$ cat src/rtl/objilv_pkg.sv
// Shared types and constants for the OBJ index list validator.
// Holds the character codes, parse phases, status codes and result struct.
// No dependencies; every module of the block imports this package.
package objilv_pkg;

    // Design constants.
    localparam int MAX_ITEMS   = 32;
    localparam int INDEX_BITS  = 24;
    localparam int MAG_BITS    = INDEX_BITS + 1;
    localparam int COUNT_BITS  = 6;
    localparam int MIN_BITS    = 6;
    localparam int SYM_BITS    = 8;
    localparam int CFG_BITS    = 24;
    localparam int STATUS_BITS = 3;
    localparam int S_TDATA_W   = 8;
    localparam int M_TDATA_W   = 16;

    // Character codes.
    localparam logic [SYM_BITS-1:0] CH_SPACE = 8'h20;
    localparam logic [SYM_BITS-1:0] CH_TAB   = 8'h09;
    localparam logic [SYM_BITS-1:0] CH_CR    = 8'h0D;
    localparam logic [SYM_BITS-1:0] CH_LF    = 8'h0A;
    localparam logic [SYM_BITS-1:0] CH_SLASH = 8'h2F;
    localparam logic [SYM_BITS-1:0] CH_ZERO  = 8'h30;
    localparam logic [SYM_BITS-1:0] CH_NINE  = 8'h39;
    localparam logic [SYM_BITS-1:0] CH_MINUS = 8'h2D;
    localparam logic [SYM_BITS-1:0] CH_PLUS  = 8'h2B;

    // Reset value of the minimum token count.
    localparam logic [MIN_BITS-1:0] MIN_ITEMS_RESET = 6'd3;

    // Configuration register indexes.
    typedef enum logic [0:0] {
        CFG_VERTEX_COUNT = 1'b0,
        CFG_MIN_ITEMS    = 1'b1
    } t_cfg_index;

    // Position inside the current token.
    typedef enum logic [2:0] {
        PH_BETWEEN     = 3'd0,
        PH_LEAD_SIGN   = 3'd1,
        PH_LEAD_DIGITS = 3'd2,
        PH_AFTER_SLASH = 3'd3,
        PH_OPT_SIGN    = 3'd4,
        PH_OPT_DIGITS  = 3'd5
    } t_phase;

    // Verdict codes.
    typedef enum logic [STATUS_BITS-1:0] {
        ST_OK       = 3'd0,
        ST_TOO_MANY = 3'd1,
        ST_SYNTAX   = 3'd2,
        ST_RANGE    = 3'd3,
        ST_TOO_FEW  = 3'd4
    } t_status;

    // One verdict, passed from the parser to the output register.
    typedef struct packed {
        t_status               status;
        logic [COUNT_BITS-1:0] index_count;
    } t_result;

endpackage

$ cat src/rtl/objilv_parser.sv
// Token parser of the OBJ index list validator: config registers, parse
// state and the next-state logic for one character.
// Depends on objilv_pkg.
module objilv_parser
    import objilv_pkg::*;
(
    input  logic                i_clk,
    input  logic                i_rst_n,
    input  logic                i_cfg_we,
    input  t_cfg_index          i_cfg_index,
    input  logic [CFG_BITS-1:0] i_cfg_data,
    input  logic                i_fire,
    input  logic [SYM_BITS-1:0] i_symbol,
    input  logic                i_end,
    output logic                o_res_valid,
    output t_result             o_result
);

    logic [INDEX_BITS-1:0] r_vertex_count;
    logic [MIN_BITS-1:0]   r_min_items;

    t_phase                r_phase, n_phase;
    logic [1:0]            r_slash, n_slash;
    logic [MAG_BITS-1:0]   r_mag, n_mag;
    logic [COUNT_BITS-1:0] r_tally, n_tally;
    t_status               r_err, n_err;

    localparam logic [MAG_BITS-1:0] MAG_CAP = {1'b1, {INDEX_BITS{1'b0}}};

    // Character classes.
    logic w_sep, w_digit, w_sign, w_slash;
    logic [3:0] w_digit_val;

    assign w_sep   = (i_symbol == CH_SPACE) || (i_symbol == CH_TAB) ||
                     (i_symbol == CH_CR) || (i_symbol == CH_LF);
    assign w_digit = (i_symbol >= CH_ZERO) && (i_symbol <= CH_NINE);
    assign w_sign  = (i_symbol == CH_MINUS) || (i_symbol == CH_PLUS);
    assign w_slash = (i_symbol == CH_SLASH);
    assign w_digit_val = 4'(i_symbol - CH_ZERO);

    // Magnitude times ten plus the new digit, saturated at the cap.
    logic [MAG_BITS+3:0] w_prod;
    logic [MAG_BITS-1:0] w_mag_next;

    assign w_prod = ({r_mag, 3'b000} + {2'b00, r_mag, 1'b0}) +
                    (MAG_BITS+4)'(w_digit_val);
    assign w_mag_next = (w_prod > (MAG_BITS+4)'(MAG_CAP)) ? MAG_CAP
                                                          : MAG_BITS'(w_prod);

    // Verdict on the token that a separator or the closing item would end.
    logic    w_digits_phase, w_bad_range, w_close_inc;
    t_status w_close_code;

    assign w_digits_phase = (r_phase == PH_LEAD_DIGITS) || (r_phase == PH_OPT_DIGITS);
    assign w_bad_range = (r_mag == '0) || (r_vertex_count == '0) ||
                         (r_mag > {1'b0, r_vertex_count});
    assign w_close_inc = w_digits_phase && !w_bad_range;

    always_comb begin
        if (w_digits_phase) begin
            w_close_code = w_bad_range ? ST_RANGE : ST_OK;
        end else if (r_phase != PH_BETWEEN) begin
            w_close_code = ST_SYNTAX;
        end else begin
            w_close_code = ST_OK;
        end
    end

    // Next state for one transaction.
    always_comb begin
        logic                  fail;
        t_status               fail_code;
        t_status               final_err;
        logic [COUNT_BITS-1:0] final_tally;

        n_phase     = r_phase;
        n_slash     = r_slash;
        n_mag       = r_mag;
        n_tally     = r_tally;
        n_err       = r_err;
        fail        = 1'b0;
        fail_code   = ST_OK;
        final_err   = r_err;
        final_tally = r_tally;
        o_res_valid = 1'b0;
        o_result.status      = ST_OK;
        o_result.index_count = r_tally;

        if (i_fire && i_end) begin
            // Closing item: judge the open token, report, clear everything.
            if (r_err == ST_OK) begin
                final_err = w_close_code;
                if (w_close_inc) begin
                    final_tally = r_tally + 1'b1;
                end
            end
            o_res_valid = 1'b1;
            o_result.index_count = final_tally;
            if (final_err != ST_OK) begin
                o_result.status = final_err;
            end else if (final_tally < r_min_items) begin
                o_result.status = ST_TOO_FEW;
            end else begin
                o_result.status = ST_OK;
            end
            n_phase = PH_BETWEEN;
            n_slash = 2'd0;
            n_mag   = '0;
            n_tally = '0;
            n_err   = ST_OK;
        end else if (i_fire && (r_err == ST_OK)) begin
            if (w_sep) begin
                // A separator ends any open token.
                if (w_close_code != ST_OK) begin
                    fail      = 1'b1;
                    fail_code = w_close_code;
                end else if (w_close_inc) begin
                    n_tally = r_tally + 1'b1;
                end
                n_phase = PH_BETWEEN;
                n_slash = 2'd0;
                n_mag   = '0;
            end else begin
                unique case (r_phase)
                    PH_BETWEEN: begin
                        if (r_tally >= COUNT_BITS'(MAX_ITEMS)) begin
                            fail      = 1'b1;
                            fail_code = ST_TOO_MANY;
                        end else if (w_sign) begin
                            n_phase = PH_LEAD_SIGN;
                        end else if (w_digit) begin
                            n_mag   = MAG_BITS'(w_digit_val);
                            n_phase = PH_LEAD_DIGITS;
                        end else begin
                            fail      = 1'b1;
                            fail_code = ST_SYNTAX;
                        end
                    end
                    PH_LEAD_SIGN: begin
                        if (w_digit) begin
                            n_mag   = MAG_BITS'(w_digit_val);
                            n_phase = PH_LEAD_DIGITS;
                        end else begin
                            fail      = 1'b1;
                            fail_code = ST_SYNTAX;
                        end
                    end
                    PH_LEAD_DIGITS: begin
                        if (w_digit) begin
                            n_mag = w_mag_next;
                        end else if (w_slash) begin
                            n_slash = 2'd1;
                            n_phase = PH_AFTER_SLASH;
                        end else begin
                            fail      = 1'b1;
                            fail_code = ST_SYNTAX;
                        end
                    end
                    PH_AFTER_SLASH: begin
                        if (w_slash) begin
                            if (r_slash == 2'd1) begin
                                n_slash = 2'd2;
                            end else begin
                                fail      = 1'b1;
                                fail_code = ST_SYNTAX;
                            end
                        end else if (w_sign) begin
                            n_phase = PH_OPT_SIGN;
                        end else if (w_digit) begin
                            n_phase = PH_OPT_DIGITS;
                        end else begin
                            fail      = 1'b1;
                            fail_code = ST_SYNTAX;
                        end
                    end
                    PH_OPT_SIGN: begin
                        if (w_digit) begin
                            n_phase = PH_OPT_DIGITS;
                        end else begin
                            fail      = 1'b1;
                            fail_code = ST_SYNTAX;
                        end
                    end
                    PH_OPT_DIGITS: begin
                        if (w_digit) begin
                            n_phase = r_phase;
                        end else if (w_slash && (r_slash < 2'd2)) begin
                            n_slash = r_slash + 2'd1;
                            n_phase = PH_AFTER_SLASH;
                        end else begin
                            fail      = 1'b1;
                            fail_code = ST_SYNTAX;
                        end
                    end
                    default: begin
                        fail      = 1'b1;
                        fail_code = ST_SYNTAX;
                    end
                endcase
            end

            // The first error is latched and the token is dropped.
            if (fail) begin
                n_err   = fail_code;
                n_phase = PH_BETWEEN;
                n_slash = 2'd0;
                n_mag   = '0;
            end
        end
    end

    // Configuration registers.
    always_ff @(posedge i_clk) begin
        if (!i_rst_n) begin
            r_vertex_count <= '0;
            r_min_items    <= MIN_ITEMS_RESET;
        end else if (i_cfg_we) begin
            unique case (i_cfg_index)
                CFG_VERTEX_COUNT: r_vertex_count <= INDEX_BITS'(i_cfg_data);
                CFG_MIN_ITEMS:    r_min_items    <= MIN_BITS'(i_cfg_data);
            endcase
        end
    end

    // Parse state registers.
    always_ff @(posedge i_clk) begin
        if (!i_rst_n) begin
            r_phase <= PH_BETWEEN;
            r_slash <= 2'd0;
            r_mag   <= '0;
            r_tally <= '0;
            r_err   <= ST_OK;
        end else begin
            r_phase <= n_phase;
            r_slash <= n_slash;
            r_mag   <= n_mag;
            r_tally <= n_tally;
            r_err   <= n_err;
        end
    end

endmodule

$ cat src/rtl/objilv_out_reg.sv
// Output register of the OBJ index list validator: holds one verdict
// until the downstream side takes it. Depends on objilv_pkg.
module objilv_out_reg
    import objilv_pkg::*;
(
    input  logic                 i_clk,
    input  logic                 i_rst_n,
    input  logic                 i_valid,
    input  t_result              i_result,
    output logic                 o_can_accept,
    output logic                 m_axis_tvalid,
    input  logic                 m_axis_tready,
    output logic [M_TDATA_W-1:0] m_axis_tdata  // [2:0] status, [8:3] index_count
);

    logic    r_valid, n_valid;
    t_result r_result;

    // The register frees up in the same cycle its content is taken.
    assign o_can_accept = !r_valid || m_axis_tready;

    always_comb begin
        n_valid = r_valid;
        if (o_can_accept) begin
            n_valid = i_valid;
        end
    end

    always_ff @(posedge i_clk) begin
        if (!i_rst_n) begin
            r_valid <= 1'b0;
        end else begin
            r_valid <= n_valid;
        end
    end

    always_ff @(posedge i_clk) begin
        if (o_can_accept && i_valid) begin
            r_result <= i_result;
        end
    end

    assign m_axis_tvalid = r_valid;
    assign m_axis_tdata  = M_TDATA_W'({r_result.index_count, r_result.status});

endmodule

$ cat src/rtl/obj_index_list_validator.sv
// Top level of the OBJ face/line index list validator.
// Holds the input register; instantiates objilv_parser and objilv_out_reg.
// Depends on objilv_pkg.
//
//   Channel   Direction  Payload
//   s_axis    in         tdata[7:0] symbol, tlast list_end
//   m_axis    out        tdata[2:0] status, tdata[8:3] index_count
//   cfg       in         index 0 vertex_count, index 1 min_items
//
// One character is taken per cycle unless a held closing item faces a full
// output; a character costs one pass through the parser's state update with
// its multiply-by-ten add. A closing verdict passes the input register and
// the output register to m_axis. Only a closing transaction waits on the
// output register; input waits only behind a held closing item. Reset is
// synchronous and leaves the block ready, with vertex_count 0, min_items 3.
module obj_index_list_validator
    import objilv_pkg::*;
(
    input  logic                 i_clk,
    input  logic                 i_rst_n,
    input  logic                 i_cfg_we,
    input  logic                 i_cfg_index,
    input  logic [CFG_BITS-1:0]  i_cfg_data,
    input  logic                 s_axis_tvalid,
    output logic                 s_axis_tready,
    input  logic [S_TDATA_W-1:0] s_axis_tdata,  // [7:0] symbol
    input  logic                 s_axis_tlast,  // list_end
    output logic                 m_axis_tvalid,
    input  logic                 m_axis_tready,
    output logic [M_TDATA_W-1:0] m_axis_tdata   // [2:0] status, [8:3] index_count
);

    logic                r_in_valid;
    logic [SYM_BITS-1:0] r_in_symbol;
    logic                r_in_end;
    logic                w_consume;
    logic                w_can_accept;
    logic                w_res_valid;
    t_result             w_result;

    // The held item moves on unless it is a closing item facing a full output.
    assign w_consume     = r_in_valid && (!r_in_end || w_can_accept);
    assign s_axis_tready = !r_in_valid || w_consume;

    // Input register.
    always_ff @(posedge i_clk) begin
        if (!i_rst_n) begin
            r_in_valid <= 1'b0;
        end else if (s_axis_tready) begin
            r_in_valid <= s_axis_tvalid;
        end
    end

    always_ff @(posedge i_clk) begin
        if (s_axis_tvalid && s_axis_tready) begin
            r_in_symbol <= s_axis_tdata[SYM_BITS-1:0];
            r_in_end    <= s_axis_tlast;
        end
    end

    objilv_parser u_parser (
        .i_clk       (i_clk),
        .i_rst_n     (i_rst_n),
        .i_cfg_we    (i_cfg_we),
        .i_cfg_index (t_cfg_index'(i_cfg_index)),
        .i_cfg_data  (i_cfg_data),
        .i_fire      (w_consume),
        .i_symbol    (r_in_symbol),
        .i_end       (r_in_end),
        .o_res_valid (w_res_valid),
        .o_result    (w_result)
    );

    objilv_out_reg u_out_reg (
        .i_clk         (i_clk),
        .i_rst_n       (i_rst_n),
        .i_valid       (w_res_valid),
        .i_result      (w_result),
        .o_can_accept  (w_can_accept),
        .m_axis_tvalid (m_axis_tvalid),
        .m_axis_tready (m_axis_tready),
        .m_axis_tdata  (m_axis_tdata)
    );

endmodule

$ cat config.mk
export PLATFORM = sky130hd
export DESIGN_NAME = obj_index_list_validator
export DESIGN_NICKNAME = d
export VERILOG_FILES = /design/src/rtl/objilv_pkg.sv /design/src/rtl/objilv_parser.sv /design/src/rtl/objilv_out_reg.sv /design/src/rtl/obj_index_list_validator.sv
export SDC_FILE = /design/constraint.sdc
export NUM_CORES = 1
export LEC_CHECK = 0
export BUFFER_PORTS_ARGS = -buffer_cell sky130_fd_sc_hd__clkbuf_2
export CELL_PAD_IN_SITES_DETAIL_PLACEMENT = 2
export CELL_PAD_IN_SITES_GLOBAL_PLACEMENT = 2
export CORE_MARGIN = 1
export CORE_UTILIZATION = 40
export DETAILED_ROUTE_END_ITERATION = 12
export HOLD_SLACK_MARGIN = 0.06
export PLACE_DENSITY = 0.87
export SLEW_MARGIN = 30
export SYNTH_ARGS = -nofsm -noshare
export SYNTH_HDL_FRONTEND = slang
export SYNTH_SLANG_ARGS = --single-unit
$ cat constraint.sdc
create_clock -name i_clk -period 9.85 [get_ports i_clk]
set_input_delay 0.985 -clock i_clk [delete_from_list [all_inputs] [get_ports i_clk]]
set_output_delay 0.985 -clock i_clk [all_outputs]
set_load 0.05 [all_outputs]
==> report_table.html <==
<table>
<tr><th>Metric</th><th>Value</th></tr>
<tr><th colspan="2">Run status</th></tr>
<tr><td>Result of the run</td><td>finished clean</td></tr>
<tr><th colspan="2">Setup path</th></tr>
<tr><td>Biggest fanout along the worst timing path</td><td>14</td></tr>
<tr><td>Cells traversed along the worst timing path</td><td>ha_1, ha_1, nand4_1, a2111oi_0, o21ai_1, o211ai_1, nor3_1, nor4_1, nand4_1, a211oi_4, a221o_2</td></tr>
<tr><td>Crit-path max cell delay</td><td>0.71 ns</td></tr>
<tr><td>WP buf/inv</td><td>0</td></tr>
<tr><td>Required time of the critical path</td><td>10.14 ns</td></tr>
<tr><td>Crit end category</td><td>register</td></tr>
<tr><td>Family of cells with the greatest summed delay on the critical path</td><td>compound AO/OA/AOI/OAI gates</td></tr>
<tr><td>Startpoint type of the worst setup path</td><td>register</td></tr>
<tr><td>Worst EP arrival</td><td>between 5 and 6 ns</td></tr>
<tr><td>Class of the most critical setup path</td><td>reg -&gt; reg</td></tr>
<tr><td>Critical-path cell with the highest stage delay</td><td>sky130_fd_sc_hd__a211oi_4</td></tr>
<tr><th colspan="2">Die</th></tr>
<tr><td>Core region area</td><td>0.01652 mm^2</td></tr>
<tr><td>Floorplan die height</td><td>131.9 um</td></tr>
<tr><td>Core Rows</td><td>47</td></tr>
<tr><td>Area enclosed by the die boundary</td><td>0.01739 mm^2</td></tr>
<tr><td>Width of the die</td><td>131.9 um</td></tr>
<tr><td>I/O pin total</td><td>57</td></tr>
<tr><td>Effective utilization at floorplan</td><td>40.83%</td></tr>
<tr><th colspan="2">Yosys</th></tr>
<tr><td>Number of enable flip-flop cells after synthesis</td><td>18</td></tr>
<tr><td>Distinct cells, synth</td><td>82</td></tr>
<tr><td>Register bit count reported by yosys</td><td>88</td></tr>
<tr><td>Share of synthesized area occupied by flip-flops and latches</td><td>28.78%</td></tr>
<tr><td>Count of warnings emitted by yosys</td><td>0</td></tr>
<tr><td>Mean instance size in the synthesized netlist</td><td>about 8.3 um^2</td></tr>
<tr><td>Async set-or-reset flop fraction in the synthesized netlist</td><td>0%</td></tr>
<tr><td>Commonest register cell after synthesis</td><td>sky130_fd_sc_hd__dfxtp_1</td></tr>
<tr><td>Syn Std Cell Area</td><td>slightly below 0.007 mm^2</td></tr>
<tr><td>Post-Synthesis Cells</td><td>810</td></tr>
<tr><th colspan="2">Power and ir drop</th></tr>
<tr><td>Fraction of power consumed by the clock network</td><td>42.1%</td></tr>
<tr><td>Worst vdd rail ir drop</td><td>just under 80 uV</td></tr>
<tr><td>Combinational group share of total power</td><td>10.2%</td></tr>
<tr><td>Part of the power in registers</td><td>47.7%</td></tr>
<tr><td>Switch Pwr</td><td>223.3 uW</td></tr>
<tr><td>Pwr/cell area</td><td>109.7 mW/mm^2</td></tr>
<tr><td>Internal power of the cells</td><td>590.1 uW</td></tr>
<tr><td>Switching Fraction</td><td>a little over a quarter</td></tr>
<tr><td>Cell leakage power</td><td>3.186 nW</td></tr>
<tr><td>Power after layout</td><td>813.4 uW</td></tr>
<tr><th colspan="2">STA</th></tr>
<tr><td>Final count of negative-setup-slack endpoints</td><td>0</td></tr>
<tr><td>Maximum frequency from static timing analysis</td><td>209.2 MHz</td></tr>
<tr><td>Total count of hold-check failures in the final report</td><td>0</td></tr>
<tr><td>Sum of negative setup slack</td><td>0 ns</td></tr>
<tr><td>Slew margin rel.</td><td>around a third</td></tr>
<tr><td>Final critical delay including setup and external delays</td><td>4.779 ns</td></tr>
<tr><td>Unrepaired setup endpoints after global routing</td><td>no</td></tr>
<tr><td>Post-Route Skew</td><td>0.006143 ns</td></tr>
<tr><td>Fin crit share</td><td>48.52%</td></tr>
<tr><td>Count of final max-slew check failures</td><td>0</td></tr>
<tr><td>Transition time at the pin with the least slew margin</td><td>1.007 ns</td></tr>
<tr><th colspan="2">CTS</th></tr>
<tr><td>Maximum level of the CTS H-tree</td><td>3</td></tr>
<tr><td>CTS tree</td><td>yes</td></tr>
<tr><td>Count of cells resized by post-cts repair</td><td>0</td></tr>
<tr><td>Post CTS Setup Buffer Count</td><td>0</td></tr>
<tr><td>Root buffer cell</td><td>sky130_fd_sc_hd__clkbuf_16</td></tr>
<tr><td>Hold buffer count at CTS</td><td>0</td></tr>
<tr><td>Number of buffers between clock root and the deepest sink</td><td>2</td></tr>
<tr><td>Number of clock sinks</td><td>88</td></tr>
<tr><td>CTS Buf Count</td><td>9</td></tr>
<tr><td>Clk Latency, worst-skew pair</td><td>0.35 ns</td></tr>
<tr><td>Clock-pin slew on the worst setup and hold paths</td><td>around 0.070 ns</td></tr>
<tr><th colspan="2">Placement</th></tr>
<tr><td>Placer Congestion</td><td>0.8630</td></tr>
<tr><td>Cell area reported after detailed placement</td><td>0.007124 mm^2</td></tr>
<tr><td>Half-perimeter wire length after detailed placement</td><td>18820 um</td></tr>
<tr><td>Total of buffers placed on input and output ports</td><td>49</td></tr>
<tr><th colspan="2">Detailed routing</th></tr>
<tr><td>Number of DRC violations after detailed routing</td><td>0</td></tr>
<tr><td>Via count</td><td>6517</td></tr>
<tr><td>First drt pass iteration count</td><td>4</td></tr>
<tr><td>Routed WL per cell</td><td>~24 um</td></tr>
<tr><td>Wire length reported by the detailed router</td><td>between 20000 and 30000 um</td></tr>
<tr><td>Number of violations reported at the end of detailed-routing iteration 0</td><td>281</td></tr>
<tr><td>Post-DRT Antenna Nets</td><td>0</td></tr>
<tr><td>Vias per cell</td><td>about 6.1</td></tr>
<tr><th colspan="2">Global routing</th></tr>
<tr><td>Total global routing track utilization</td><td>approximately 30%</td></tr>
<tr><td>Vias in the first global route</td><td>7438</td></tr>
<tr><td>Wire length of the first global-routing pass</td><td>41030 um</td></tr>
<tr><td>Largest net degree at the start of global routing</td><td>35</td></tr>
<tr><td>Antenna violations before repair</td><td>0</td></tr>
<tr><td>Global route overflow</td><td>0</td></tr>
<tr><th colspan="2">Layout</th></tr>
<tr><td>Post-Route Utilization</td><td>44.88%</td></tr>
<tr><td>Number of filler cells placed in the layout</td><td>1839</td></tr>
<tr><td>Growth of design area from synthesis to finish</td><td>9.922%</td></tr>
<tr><td>Area of all placed cells without fillers</td><td>0.007416 mm^2</td></tr>
<tr><td>Number of nets in the layout</td><td>965</td></tr>
<tr><td>Share of cells above drive strength 1</td><td>approximately an eighth</td></tr>
<tr><td>Most common library cell in the layout ignoring fill and taps</td><td>sky130_fd_sc_hd__nand2_1</td></tr>
<tr><td>Diodes inserted</td><td>0</td></tr>
<tr><td>Commonest cells after routing, fill and taps aside</td><td>111 x sky130_fd_sc_hd__nand2_1, 81 x sky130_fd_sc_hd__ha_1, 70 x sky130_fd_sc_hd__dfxtp_1</td></tr>
<tr><th colspan="2">Min path</th></tr>
<tr><td>Worst hold-check path type</td><td>reg -&gt; reg</td></tr>
<tr><th colspan="2">Job</th></tr>
<tr><td>Max-cap viol count</td><td>0</td></tr>
</table>
-- worst register-to-register path, delay by kind of cell, from the launching register on --
family          cells  cell delay, ns
fa+ha+maj           2            0.79
simple gates        4            1.11
compound gates      5            2.30
flops               1            0.53
-- power groups by stage --
stage | clock network (mW) | logic (mW) | registers (mW)
floorplan | 0 | 0.0500 | 0.396
global placement | 0 | 0.0727 | 0.394
detailed placement | 0 | 0.0790 | 0.395
CTS | 0.346 | 0.0824 | 0.388
global route | 0.360 | 0.0895 | 0.389
finish | 0.343 | 0.0827 | 0.388
-- cell type report --
class | count | area, um^2 | share of cell area, %
clock buffer | 12 | 256.5 | 3.459
clock inverter | 4 | 27.53 | 0.3712
inverter | 48 | 180.2 | 2.430
multi-input combinational | 645 | 4474 | 60.33
sequential | 88 | 1942 | 26.19
tap | 220 | 275.3 | 3.712
timing repair buffer | 51 | 260.3 | 3.509
-- metrics by stage --
stage | cells | setup WS [ns] | hold WS [ns]
detailed placement | 1052 | 5.264 | 0.4724
global placement | 1052 | 5.477 | 0.4627
floorplan | 816 | 6.091 | 0.4405
finish | 1068 | 5.071 | 0.4983
global route | 1068 | 4.845 | 0.5201
CTS | 1068 | 5.190 | 0.5092
-- cells by family (layout without fill, tap and decap cells) --
logic type	Yosys count	in the layout	share of synthesized area [%]
AND/OR/NAND/NOR	297	297	21.72
AO/OA/AOI/OAI	229	229	24.54
flip-flops	88	88	28.78
adder cells (fa/ha/maj)	83	83	15.62
buffers and inverters	83	115	5.434
XOR/XNOR	26	26	3.375
multiplexers	3	3	0.4822
other	1	7	0.05558
-- per-layer routing --
metal	vias to the layer above	global-route usage, %	wire length [um]	part of all wire, %
met5	-	0	0	0
met1	3272	31.78	10100	39
met3	76	5.767	835	3.2
met4	0	14.15	1039	4.0
met2	150	57.64	13880	54
li1	3019	-	-	-
-- worst paths after layout --
| kind | start | end | slack [ns] | cells past startpoint |
|---|---|---|---|---|
| max | u_parser.r_mag[9] | u_parser.r_mag[3] | 5.07 | 11 |
| min | u_parser.r_min_items[1] | u_parser.r_min_items[1] | 0.50 | 2 |
| max reg2reg | u_parser.r_mag[9] | u_parser.r_mag[3] | 5.07 | 11 |
| min reg2reg | u_parser.r_min_items[1] | u_parser.r_min_items[1] | 0.50 | 2 |
-- sequential cells by signal, summed over array words and instances (netlist names) --
| register | count |
|---|---|
| u_parser.r_min_items | 6 |
| r_in_symbol | 8 |
| u_parser.r_slash | 2 |
| r_in_valid | 1 |
| u_out_reg.m_axis_tvalid | 1 |
| u_parser.r_phase | 3 |
| u_parser.r_tally | 6 |
| u_out_reg.m_axis_tdata | 9 |
| u_parser.r_err | 2 |
| u_parser.r_mag | 25 |
| r_in_end | 1 |
| u_parser.r_vertex_count | 24 |
-- Yosys cell counts (all sizes together), types with 4 or more instances --
| library cell | instances | area share, % |
|---|---|---|
| a2111oi | 7 | 1.5 |
| a211oi | 8 | 1.2 |
| a21boi | 30 | 3.3 |
| a21o | 18 | 2.0 |
| a21oi | 53 | 4.2 |
| a221o | 5 | 0.76 |
| a22o | 15 | 2.0 |
| a22oi | 4 | 0.45 |
| a31oi | 6 | 0.56 |
| and2 | 8 | 0.74 |
| and3 | 6 | 0.56 |
| buf | 14 | 1.6 |
| clkbuf | 21 | 1.2 |
| dfxtp | 70 | 21 |
| edfxtp | 18 | 8.0 |
| ha | 81 | 15 |
| inv | 48 | 2.7 |
| nand2 | 112 | 6.3 |
| nand2b | 8 | 0.74 |
| nand3 | 35 | 2.6 |
| nand3b | 5 | 0.56 |
| nand4 | 14 | 1.3 |
| nor2 | 43 | 2.4 |
| nor2b | 6 | 0.67 |
| nor3 | 18 | 1.3 |
| nor4 | 18 | 1.7 |
| o21a | 13 | 1.4 |
| o21ai | 38 | 2.9 |
| or3 | 9 | 0.91 |
| xnor2 | 16 | 2.1 |
| xor2 | 10 | 1.3 |
No activity file was read; power rests on OpenSTA's default activity.
